==> src/rtl/core/oal_pkg.sv <==
// Ordered array list: shared types, codes and sizing constants.
// No dependencies; compiled first.
package oal_pkg;

   localparam int CAPACITY = 64;
   localparam int ADDR_W   = $clog2(CAPACITY);
   localparam int FILL_W   = $clog2(CAPACITY + 1);
   localparam int POS_W    = 7;
   localparam int LEN_W    = 7;
   localparam int CNT_W    = 7;
   localparam int VAL_W    = 32;
   localparam int CMP_W    = (FILL_W > POS_W) ? FILL_W : POS_W;

   typedef enum logic [1:0] {
      KIND_INSERT = 2'd0,
      KIND_APPEND = 2'd1,
      KIND_REMOVE = 2'd2,
      KIND_COUNT  = 2'd3
   } kind_type;

   typedef enum logic [1:0] {
      ST_DONE  = 2'd0,
      ST_FULL  = 2'd1,
      ST_RANGE = 2'd2
   } status_type;

   // controller -> datapath
   typedef struct packed {
      logic load;
      logic start;
      logic walk;
      logic put;
      logic commit;
   } dp_cmd_type;

   // datapath -> controller
   typedef struct packed {
      status_type status;
      logic       has_walk;
      logic       at_end;
      logic       needs_put;
   } dp_sts_type;

endpackage

==> src/rtl/core/oal_if.sv <==
// Ordered array list: request and response channel interfaces.
// Depends on oal_pkg.
interface oal_req_if;
   import oal_pkg::*;
   logic                    valid;
   logic                    ready;
   kind_type                kind;
   logic signed [VAL_W-1:0] value;
   logic [POS_W-1:0]        position;

   modport source (output valid, kind, value, position, input ready);
   modport sink   (input valid, kind, value, position, output ready);
endinterface

interface oal_rsp_if;
   import oal_pkg::*;
   logic             valid;
   logic             ready;
   status_type       status;
   logic [CNT_W-1:0] match_count;
   logic [LEN_W-1:0] length;

   modport source (output valid, status, match_count, length, input ready);
   modport sink   (input valid, status, match_count, length, output ready);
endinterface

==> src/rtl/core/oal_datapath.sv <==
// Ordered array list datapath: entry memory, fill, walk cursor, match counter
// and result register. Depends on oal_pkg; driven by oal_control.
module oal_datapath (
   input  logic                            clock,
   input  logic                            reset,
   input  oal_pkg::dp_cmd_type             cmd,
   output oal_pkg::dp_sts_type             sts,
   input  oal_pkg::kind_type               in_kind,
   input  logic signed [oal_pkg::VAL_W-1:0] in_value,
   input  logic [oal_pkg::POS_W-1:0]       in_position,
   output oal_pkg::status_type             out_status,
   output logic [oal_pkg::CNT_W-1:0]       out_match_count,
   output logic [oal_pkg::LEN_W-1:0]       out_length
);
   import oal_pkg::*;

   logic [VAL_W-1:0]  mem [CAPACITY];

   kind_type          kind_ff;
   logic [VAL_W-1:0]  value_ff;
   logic [POS_W-1:0]  pos_ff;
   logic [FILL_W-1:0] fill_ff;
   logic [ADDR_W-1:0] cursor_ff;
   logic [ADDR_W-1:0] end_ff;
   logic [ADDR_W-1:0] prev_ff;
   logic              pend_ff;
   logic [VAL_W-1:0]  rdata_ff;
   logic [FILL_W-1:0] count_ff;
   status_type        res_status_ff;
   logic [CNT_W-1:0]  res_match_ff;
   logic [LEN_W-1:0]  res_len_ff;

   logic [CMP_W-1:0]  fill_x;
   logic [CMP_W-1:0]  pos_x;
   logic [CMP_W-1:0]  pos_eff_x;
   logic              is_put;
   logic              down;
   status_type        status;
   logic              has_walk;
   logic [ADDR_W-1:0] start_addr;
   logic [ADDR_W-1:0] end_addr;
   logic              wr_en;
   logic [ADDR_W-1:0] wr_addr;
   logic [VAL_W-1:0]  wr_data;

   always_comb begin
      fill_x    = CMP_W'(fill_ff);
      pos_x     = CMP_W'(pos_ff);
      is_put    = (kind_ff == KIND_INSERT) || (kind_ff == KIND_APPEND);
      down      = is_put;
      pos_eff_x = (kind_ff == KIND_APPEND) ? fill_x : pos_x;
      status    = ST_DONE;
      has_walk  = 1'b0;
      start_addr = '0;
      end_addr   = '0;
      case (kind_ff)
         KIND_INSERT, KIND_APPEND: begin
            if (fill_x >= CMP_W'(CAPACITY)) begin
               status = ST_FULL;
            end else if (pos_eff_x > fill_x) begin
               status = ST_RANGE;
            end
            has_walk   = fill_x > pos_eff_x;
            start_addr = ADDR_W'(fill_x - CMP_W'(1));
            end_addr   = ADDR_W'(pos_eff_x);
         end
         KIND_REMOVE: begin
            if (pos_x >= fill_x) begin
               status = ST_RANGE;
            end
            has_walk   = (fill_x != '0) && (pos_x < fill_x - CMP_W'(1));
            start_addr = ADDR_W'(pos_x + CMP_W'(1));
            end_addr   = ADDR_W'(fill_x - CMP_W'(1));
         end
         default: begin
            has_walk   = fill_x != '0;
            start_addr = '0;
            end_addr   = ADDR_W'(fill_x - CMP_W'(1));
         end
      endcase
   end

   assign sts.status    = status;
   assign sts.has_walk  = has_walk;
   assign sts.at_end    = cursor_ff == end_ff;
   assign sts.needs_put = is_put;

   // write-back of the entry read last cycle, or the new value itself
   always_comb begin
      wr_en   = cmd.put || (pend_ff && (kind_ff != KIND_COUNT));
      wr_addr = cmd.put ? ADDR_W'(pos_eff_x)
              : (down ? prev_ff + ADDR_W'(1) : prev_ff - ADDR_W'(1));
      wr_data = cmd.put ? value_ff : rdata_ff;
   end

   always_ff @(posedge clock) begin
      if (wr_en) begin
         mem[wr_addr] <= wr_data;
      end
      if (cmd.walk) begin
         rdata_ff <= mem[cursor_ff];
      end
   end

   always_ff @(posedge clock) begin
      if (cmd.load) begin
         kind_ff  <= in_kind;
         value_ff <= in_value;
         pos_ff   <= in_position;
      end
      if (cmd.start) begin
         cursor_ff <= start_addr;
         end_ff    <= end_addr;
      end else if (cmd.walk) begin
         cursor_ff <= down ? cursor_ff - ADDR_W'(1) : cursor_ff + ADDR_W'(1);
      end
      if (cmd.walk) begin
         prev_ff <= cursor_ff;
      end
      if (cmd.start) begin
         count_ff <= '0;
      end else if (pend_ff && (kind_ff == KIND_COUNT) && (rdata_ff == value_ff)) begin
         count_ff <= count_ff + FILL_W'(1);
      end
      if (cmd.commit) begin
         res_status_ff <= status;
         res_match_ff  <= (kind_ff == KIND_COUNT) ? CNT_W'(count_ff) : '0;
         if (status == ST_DONE && is_put) begin
            res_len_ff <= LEN_W'(fill_ff + FILL_W'(1));
         end else if (status == ST_DONE && kind_ff == KIND_REMOVE) begin
            res_len_ff <= LEN_W'(fill_ff - FILL_W'(1));
         end else begin
            res_len_ff <= LEN_W'(fill_ff);
         end
      end
   end

   always_ff @(posedge clock) begin
      if (reset) begin
         fill_ff <= '0;
         pend_ff <= 1'b0;
      end else begin
         pend_ff <= cmd.walk;
         if (cmd.commit && status == ST_DONE) begin
            if (is_put) begin
               fill_ff <= fill_ff + FILL_W'(1);
            end else if (kind_ff == KIND_REMOVE) begin
               fill_ff <= fill_ff - FILL_W'(1);
            end
         end
      end
   end

   assign out_status      = res_status_ff;
   assign out_match_count = res_match_ff;
   assign out_length      = res_len_ff;

endmodule

==> src/rtl/core/oal_control.sv <==
// Ordered array list controller: sequences accept, check, walk, put and
// result hand-off. Depends on oal_pkg; commands oal_datapath.
module oal_control (
   input  logic                clock,
   input  logic                reset,
   input  logic                req_valid,
   output logic                req_ready,
   output logic                rsp_valid,
   input  logic                rsp_ready,
   output oal_pkg::dp_cmd_type cmd,
   input  oal_pkg::dp_sts_type sts
);
   import oal_pkg::*;

   typedef enum logic [2:0] {
      S_IDLE,
      S_CHECK,
      S_WALK,
      S_DRAIN,
      S_PUT,
      S_FINISH
   } state_type;

   state_type state_ff;
   logic      rsp_valid_ff;
   logic      slot_free;

   assign slot_free = !rsp_valid_ff || rsp_ready;
   assign req_ready = state_ff == S_IDLE;
   assign rsp_valid = rsp_valid_ff;

   always_comb begin
      cmd        = '0;
      cmd.load   = (state_ff == S_IDLE) && req_valid;
      cmd.start  = state_ff == S_CHECK;
      cmd.walk   = state_ff == S_WALK;
      cmd.put    = state_ff == S_PUT;
      cmd.commit = (state_ff == S_FINISH) && slot_free;
   end

   always_ff @(posedge clock) begin
      if (reset) begin
         state_ff     <= S_IDLE;
         rsp_valid_ff <= 1'b0;
      end else begin
         if (cmd.commit) begin
            rsp_valid_ff <= 1'b1;
         end else if (rsp_ready) begin
            rsp_valid_ff <= 1'b0;
         end
         case (state_ff)
            S_IDLE: begin
               if (req_valid) begin
                  state_ff <= S_CHECK;
               end
            end
            S_CHECK: begin
               if (sts.status != ST_DONE) begin
                  state_ff <= S_FINISH;
               end else if (sts.has_walk) begin
                  state_ff <= S_WALK;
               end else if (sts.needs_put) begin
                  state_ff <= S_PUT;
               end else begin
                  state_ff <= S_FINISH;
               end
            end
            S_WALK: begin
               if (sts.at_end) begin
                  state_ff <= S_DRAIN;
               end
            end
            S_DRAIN: begin
               state_ff <= sts.needs_put ? S_PUT : S_FINISH;
            end
            S_PUT: begin
               state_ff <= S_FINISH;
            end
            S_FINISH: begin
               if (slot_free) begin
                  state_ff <= S_IDLE;
               end
            end
            default: begin
               state_ff <= S_IDLE;
            end
         endcase
      end
   end

endmodule

==> src/rtl/core/ordered_array_list.sv <==
// Ordered array list top level: joins controller and datapath to the
// request and response channels. Depends on oal_pkg, oal_if, oal_control, oal_datapath.
//
// Keeps an ordered list of up to CAPACITY signed 32-bit entries in a single
// memory (one write and one registered read per cycle) and answers one item
// at a time: insert at a position, append, remove at a position, or count
// the entries equal to a value. Each item returns status (done, list full,
// position out of range), match count (count items only, else 0) and the
// length after the item. Full is checked before position. Items that are
// not rejected walk any entries they shift or count through the memory,
// one entry a cycle. A finished result sits in an output register, so the
// next item is accepted while it waits; the block only holds at the end
// of that next item if the first result is still untaken. Reset clears
// the length, not the memory; the memory needs no clearing pass, as only
// entries below the length are ever read.
module ordered_array_list (
   input  logic      clock,
   input  logic      reset,
   oal_req_if.sink   req_ch,
   oal_rsp_if.source rsp_ch
);
   import oal_pkg::*;

   dp_cmd_type cmd;
   dp_sts_type sts;

   // sequencing: accept, check, walk, drain, put, finish
   oal_control u_control (
      .clock     (clock),
      .reset     (reset),
      .req_valid (req_ch.valid),
      .req_ready (req_ch.ready),
      .rsp_valid (rsp_ch.valid),
      .rsp_ready (rsp_ch.ready),
      .cmd       (cmd),
      .sts       (sts)
   );

   // memory, length, cursor and result register
   oal_datapath u_datapath (
      .clock           (clock),
      .reset           (reset),
      .cmd             (cmd),
      .sts             (sts),
      .in_kind         (req_ch.kind),
      .in_value        (req_ch.value),
      .in_position     (req_ch.position),
      .out_status      (rsp_ch.status),
      .out_match_count (rsp_ch.match_count),
      .out_length      (rsp_ch.length)
   );

endmodule

==> src/flat_wrapper.sv <==
// flat-port wrapper written by rule: the top's interface ports become plain ports
module ordered_array_list_flat import oal_pkg::*;
  (clock, reset, req_ch_valid, req_ch_kind, req_ch_value, req_ch_position, req_ch_ready, rsp_ch_valid, rsp_ch_status, rsp_ch_match_count, rsp_ch_length, rsp_ch_ready);
  oal_req_if req_ch_i ();
  oal_rsp_if rsp_ch_i ();
  input  logic clock;
  input  logic reset;
  input wire logic [$bits(req_ch_i.valid)-1:0] req_ch_valid;
  input wire logic [$bits(req_ch_i.kind)-1:0] req_ch_kind;
  input wire logic [$bits(req_ch_i.value)-1:0] req_ch_value;
  input wire logic [$bits(req_ch_i.position)-1:0] req_ch_position;
  output wire logic [$bits(req_ch_i.ready)-1:0] req_ch_ready;
  output wire logic [$bits(rsp_ch_i.valid)-1:0] rsp_ch_valid;
  output wire logic [$bits(rsp_ch_i.status)-1:0] rsp_ch_status;
  output wire logic [$bits(rsp_ch_i.match_count)-1:0] rsp_ch_match_count;
  output wire logic [$bits(rsp_ch_i.length)-1:0] rsp_ch_length;
  input wire logic [$bits(rsp_ch_i.ready)-1:0] rsp_ch_ready;
  assign req_ch_i.valid = req_ch_valid;
  assign req_ch_i.kind = req_ch_kind;
  assign req_ch_i.value = req_ch_value;
  assign req_ch_i.position = req_ch_position;
  assign req_ch_ready = req_ch_i.ready;
  assign rsp_ch_valid = rsp_ch_i.valid;
  assign rsp_ch_status = rsp_ch_i.status;
  assign rsp_ch_match_count = rsp_ch_i.match_count;
  assign rsp_ch_length = rsp_ch_i.length;
  assign rsp_ch_i.ready = rsp_ch_ready;
  ordered_array_list u_core (.clock(clock), .reset(reset), .req_ch(req_ch_i), .rsp_ch(rsp_ch_i));
endmodule
==> config.mk <==
export PLATFORM = sky130hd
export DESIGN_NAME = ordered_array_list_flat
export DESIGN_NICKNAME = d
export VERILOG_FILES = /design/src/rtl/core/oal_pkg.sv /design/src/rtl/core/oal_if.sv /design/src/rtl/core/oal_datapath.sv /design/src/rtl/core/oal_control.sv /design/src/rtl/core/ordered_array_list.sv /design/src/flat_wrapper.sv
export SDC_FILE = /design/constraint.sdc
export NUM_CORES = 2
export LEC_CHECK = 0
export BUFFER_PORTS_ARGS = -buffer_cell sky130_fd_sc_hd__buf_4
export CORE_UTILIZATION = 55
export DETAILED_ROUTE_END_ITERATION = 8
export HOLD_SLACK_MARGIN = 0.06
export PLACE_DENSITY = 0.69
export SETUP_SLACK_MARGIN = 0.3
export SYNTH_ARGS = -nofsm -noshare
export SYNTH_HDL_FRONTEND = slang
export SYNTH_SLANG_ARGS = --single-unit
==> constraint.sdc <==
create_clock -name clock -period 4.4 [get_ports clock]
set_input_delay 0.22 -clock clock [delete_from_list [all_inputs] [get_ports clock]]
set_output_delay 0.22 -clock clock [all_outputs]
set_load 0.01 [all_outputs]
==> results.tsv <==
stage	metric	value	unit
status	outcome	finished clean	
global_route	initial antenna violation count	7	
logic_synthesis	post-synth top area share	76.5	%
die	initial core utilization	55.6	%
global_route	total routing usage reported by global routing	27.4	%
setup_path	largest fanout of any net on the critical path	15	
logic_synthesis	Simple-Gate Fraction of Synth Area	2.02	%
logic_synthesis	fraction of the mapped netlist area in compound gates	1.64	%
logic_synthesis	post-synthesis instance area	84600	µm²
clocking	number of buffers created by CTS	208	
worst_hold_path	worst hold endpoint	u_core.u_datapath.pos_ff[6]	
drt	final routed wirelength across all metal layers	210000	µm
logic_synthesis	dominant register cell in the synthesized netlist	edfxtp_1	
drt	vias per inst	6.54	
power	Logic pwr share	28.5	%
drt	1st-iter DRT viols	5535	
logic_synthesis	number of synthesized flops with an enable pin	2155	
sta	Fin Setup TNS	0	ns
power	VDD IR max	0.000629	V
logic_synthesis	main combinational cell family by area after synthesis	multiplexers	
die	total die area	155000	µm²
die	io pins	63	
logic_synthesis	xor/xnor share of the synthesized area	0.632	%
setup_path	R2R cell count	9	
final_layout	filler cell count	9761	
clocking	worst-skew pair later-pin latency	0.84	ns
drt	total DRC errors in the routed layout	0	
logic_synthesis	total of flip-flops plus latches after synthesis	2174	
setup_path	Worst EP required	4.96	ns
sta	number of failing setup endpoints in the final timing report	0	
die	row count	143	
final_layout	area of the multi-input gates	19200	µm²
drt	detail-routed net length per standard cell	33.5	µm
worst_hold_path	class of the most critical hold timing path	input pin to flop	
drt	total number of vias	41000	
power	sequential power share	42.2	%
power	Switching Fraction	30.2	%
setup_path	critical path start-end classification	flop to flop	
global_route	first-pass GRT wire length	300000	µm
run	max-cap viol count	0	
final_layout	Layout Nets	4138	
power	Internal Pwr Total	41.9	mW
drt	first drt pass iteration count	5	
logic_synthesis	average cell area after synthesis	22.8	µm²
logic_synthesis	share of cell area taken by muxes after synthesis	17.2	%
worst_hold_path	depth of the worst hold-timing path	2	
logic_synthesis	Seq/Total Area, Yosys	76.9	%
logic_synthesis	fraction of the mapped netlist area in adder cells	0.506	%
logic_synthesis	Post-Syn Instances	3711	
global_route	overall overflow remaining after global route	0	
logic_synthesis	Mapped Nets	3789	
logic_synthesis	count of yosys warnings during synthesis	0	
die	die width	394	µm
clocking	Bufs on Longest Clock Path	3	
final_layout	register area	65100	µm²
place	number of input and output port buffers inserted	62	
worst_hold_path	hold path start	req_ch_position[6]	
sta	count of pins over their slew limit	0	
drt	number of nets still failing antenna checks after routing	0	
final_layout	synthesis-to-layout area growth	15.0	%
clocking	CTS clk-pin slew, worst paths	0.07	ns
sta	fraction of the cycle the final worst path needs	88.7	%
clocking	# clock sinks	2174	
sta	slew at the pin closest to its max-slew limit	1.25	ns
die	Core ar.	152000	µm²
setup_path	Worst Path Arrival	4.46	ns
final_layout	share of post-route cells with drive strength above 1	31.2	%
power	leakage power summed over all cells	30.7	nW
place	standard cell area after detailed placement	90200	µm²
power	Clk pwr share	29.3	%
clocking	clock tree from TritonCTS	built	
setup_path	flop2flop setup slack	0.50	ns
clocking	Root Buffer	clkbuf_16	
place	final RePlAce weighted congestion	0.879	
global_route	number of global-route vias before repair	41400	
sta	Post-Route Skew	0.0220	ns
setup_path	Critical Path End Type	flop	
logic_synthesis	Area contributors post-synth	edfxtp_1, mux4_2, nand2_1	
clocking	H-tree levels	4	
logic_synthesis	post-synthesis cell type count	64	
place	placed wire-length estimate	116000	µm
setup_path	CP startpoint kind	flop	
final_layout	final std cell area, no fill	97300	µm²
power	power per cell area	616	nW/µm²
sta	setup repair after global routing missed its margin	false	
sta	Worst slew margin	16.6	%
sta	count of endpoints failing hold in the final timing report	0	
logic_synthesis	FFs w/ async S/R, synth	0	%
logic_synthesis	cell accounting for the most synthesized area	edfxtp_1	
sta	Max Freq	256	MHz
setup_path	launching point of the worst reg2reg path	u_core.u_datapath.kind_ff[1]	
setup_path	endpoint of the worst register-to-register path	u_core.u_datapath.out_length[3]	
power	switching power summed over all nets	18.1	mW
global_route	pin count of the biggest net entering global routing	98	
sta	shortest clock period the worst path allows after layout	3.90	ns
die	die height	394	µm
## critical path: stages, from the launching register on
cell	delay, ns
edfxtp_1	0.73
nand2b_1	0.47
mux2i_1	0.65
ha_1	0.27
a21oi_1	0.04
o21ai_0	0.29
nor2_1	0.14
a21boi_0	0.62
a22oi_1	0.22
xnor2_1	0.18
## registers in the layout, indices dropped and copies added (netlist names), 3 cells and up
name	count
u_core.u_datapath.count_ff	7
u_core.u_control.state_ff	3
u_core.u_datapath.pos_ff	7
u_core.u_datapath.mem	2048
u_core.u_datapath.fill_ff	7
u_core.u_datapath.cursor_ff	6
u_core.u_datapath.value_ff	32
u_core.u_datapath.rdata_ff	32
u_core.u_datapath.out_length	7
u_core.u_datapath.end_ff	6
u_core.u_datapath.out_match_count	7
u_core.u_datapath.prev_ff	6
## power by group through the flow
| stage | Clock (mW) | Sequential (mW) | Combinational, mW |
|---|---|---|---|
| 3_3_place_gp | 0 | 25.7 | 16.8 |
| 6_report | 17.6 | 25.3 | 17.1 |
| 3_5_place_dp | 0 | 25.7 | 17.0 |
| 2_1_floorplan | 0 | 25.6 | 10.3 |
| 4_1_cts | 17.8 | 25.3 | 17.1 |
| 5_1_grt | 18.5 | 25.3 | 17.8 |
## worst max-delay path by stage
stage                                   startpoint                               to  slack (ns)  cells past startpoint
floorplan             u_core.u_datapath.kind_ff[1]     u_core.u_datapath.mem[38][0]        0.35                      9
global placement    u_core.u_datapath.cursor_ff[0]   u_core.u_datapath.rdata_ff[20]        0.65                      7
detailed placement  u_core.u_datapath.cursor_ff[0]   u_core.u_datapath.rdata_ff[20]        0.58                      7
CTS                 u_core.u_datapath.cursor_ff[0]   u_core.u_datapath.rdata_ff[20]        0.55                      7
global route          u_core.u_datapath.kind_ff[1]  u_core.u_datapath.out_length[3]        0.33                      9
finish                u_core.u_datapath.kind_ff[1]  u_core.u_datapath.out_length[3]        0.50                      9
## what timing repair did
| action | CTS | global route |
|---|---|---|
| setup endpoints to repair | 0 | 1 |
| gates resized for setup | 0 | 1 |
| hold buffers | 46 | 0 |
| hold endpoints to repair | 53 | 0 |
| setup buffers | 0 | 0 |
## area by class of cell
class / instances / area share, %
timing repair buffer: 326 / 3.87
tap: 2030 / 2.61
antenna: 1 / 0.00257
sequential: 2174 / 66.9
inverter: 17 / 0.0656
clock inverter: 132 / 1.30
multi-input combinational: 1333 / 19.7
clock buffer: 257 / 5.56
## cell usage after synthesis (all sizes together) (12+ instances only)
cell and instances:
a211oi 21, a21oi 45, a22oi 48, and3 12, buf 104, clkbuf 83
dfxtp 19, edfxtp 2155, ha 31, inv 17, mux2i 34, mux4 630
nand2 152, nand3 18, nand4 13, nor2 95, nor2b 24, o21ai 20
o22ai 14, xnor2 40, xor2 21
## stage by stage
| step | utilization (%) | setup slack [ns] | instances | hold WS, ns | power [mW] |
|---|---|---|---|---|---|
| CTS | 63.9 | 0.545 | 6269 | 0.0601 | 60.1 |
| global placement | 59.2 | 0.652 | 5834 | 0.400 | 42.5 |
| floorplan | - | 0.352 | 3711 | 0.319 | 35.9 |
| global route | 63.9 | 0.328 | 6269 | 0.0879 | 61.7 |
| finish | 63.9 | 0.499 | 6270 | 0.111 | 59.9 |
| detailed placement | 59.2 | 0.584 | 5834 | 0.399 | 42.7 |
## logic make-up (layout without fill, tap and decap cells)
| kind of cell | Yosys count | count (layout) |
|---|---|---|
| DFF | 2174 | 2174 |
| muxes | 664 | 664 |
| and+or+nand+nor | 371 | 371 |
| AOI/OAI and AO/OA | 204 | 204 |
| buffers and inverters | 204 | 732 |
| xor gates and xnor gates | 61 | 61 |
| adders and majority gates | 33 | 33 |
| other | 0 | 1 |
## cell usage in the layout, fill, tap and decap left out, drive strengths merged, types with 14 or more instances in the layout
master | Yosys | final
clkbuf | 83 | 257
inv | 17 | 28
a22oi | 48 | 48
a21oi | 45 | 45
nor2 | 95 | 95
o21ai | 20 | 20
o22ai | 14 | 14
bufinv | 0 | 19
nor2b | 24 | 24
xnor2 | 40 | 40
nand3 | 18 | 18
mux4 | 630 | 630
dlygate4sd3 | 0 | 46
dfxtp | 19 | 19
buf | 104 | 280
clkinv | 0 | 96
xor2 | 21 | 21
a211oi | 21 | 21
ha | 31 | 31
nand2 | 152 | 152
edfxtp | 2155 | 2155
mux2i | 34 | 34
## per-layer routing
metal / wire [µm] / track usage [%] / up-vias / part of all wire [%]
met4: 6270 / 8.50 / 0 / 3.0
met3: 22000 / 6.83 / 291 / 10
met1: 80900 / 38.6 / 22000 / 39
met5: 0 / 0 / - / 0
li1: - / - / 16500 / -
met2: 101000 / 42.7 / 2255 / 48
Power figures use the tool's default switching activity.
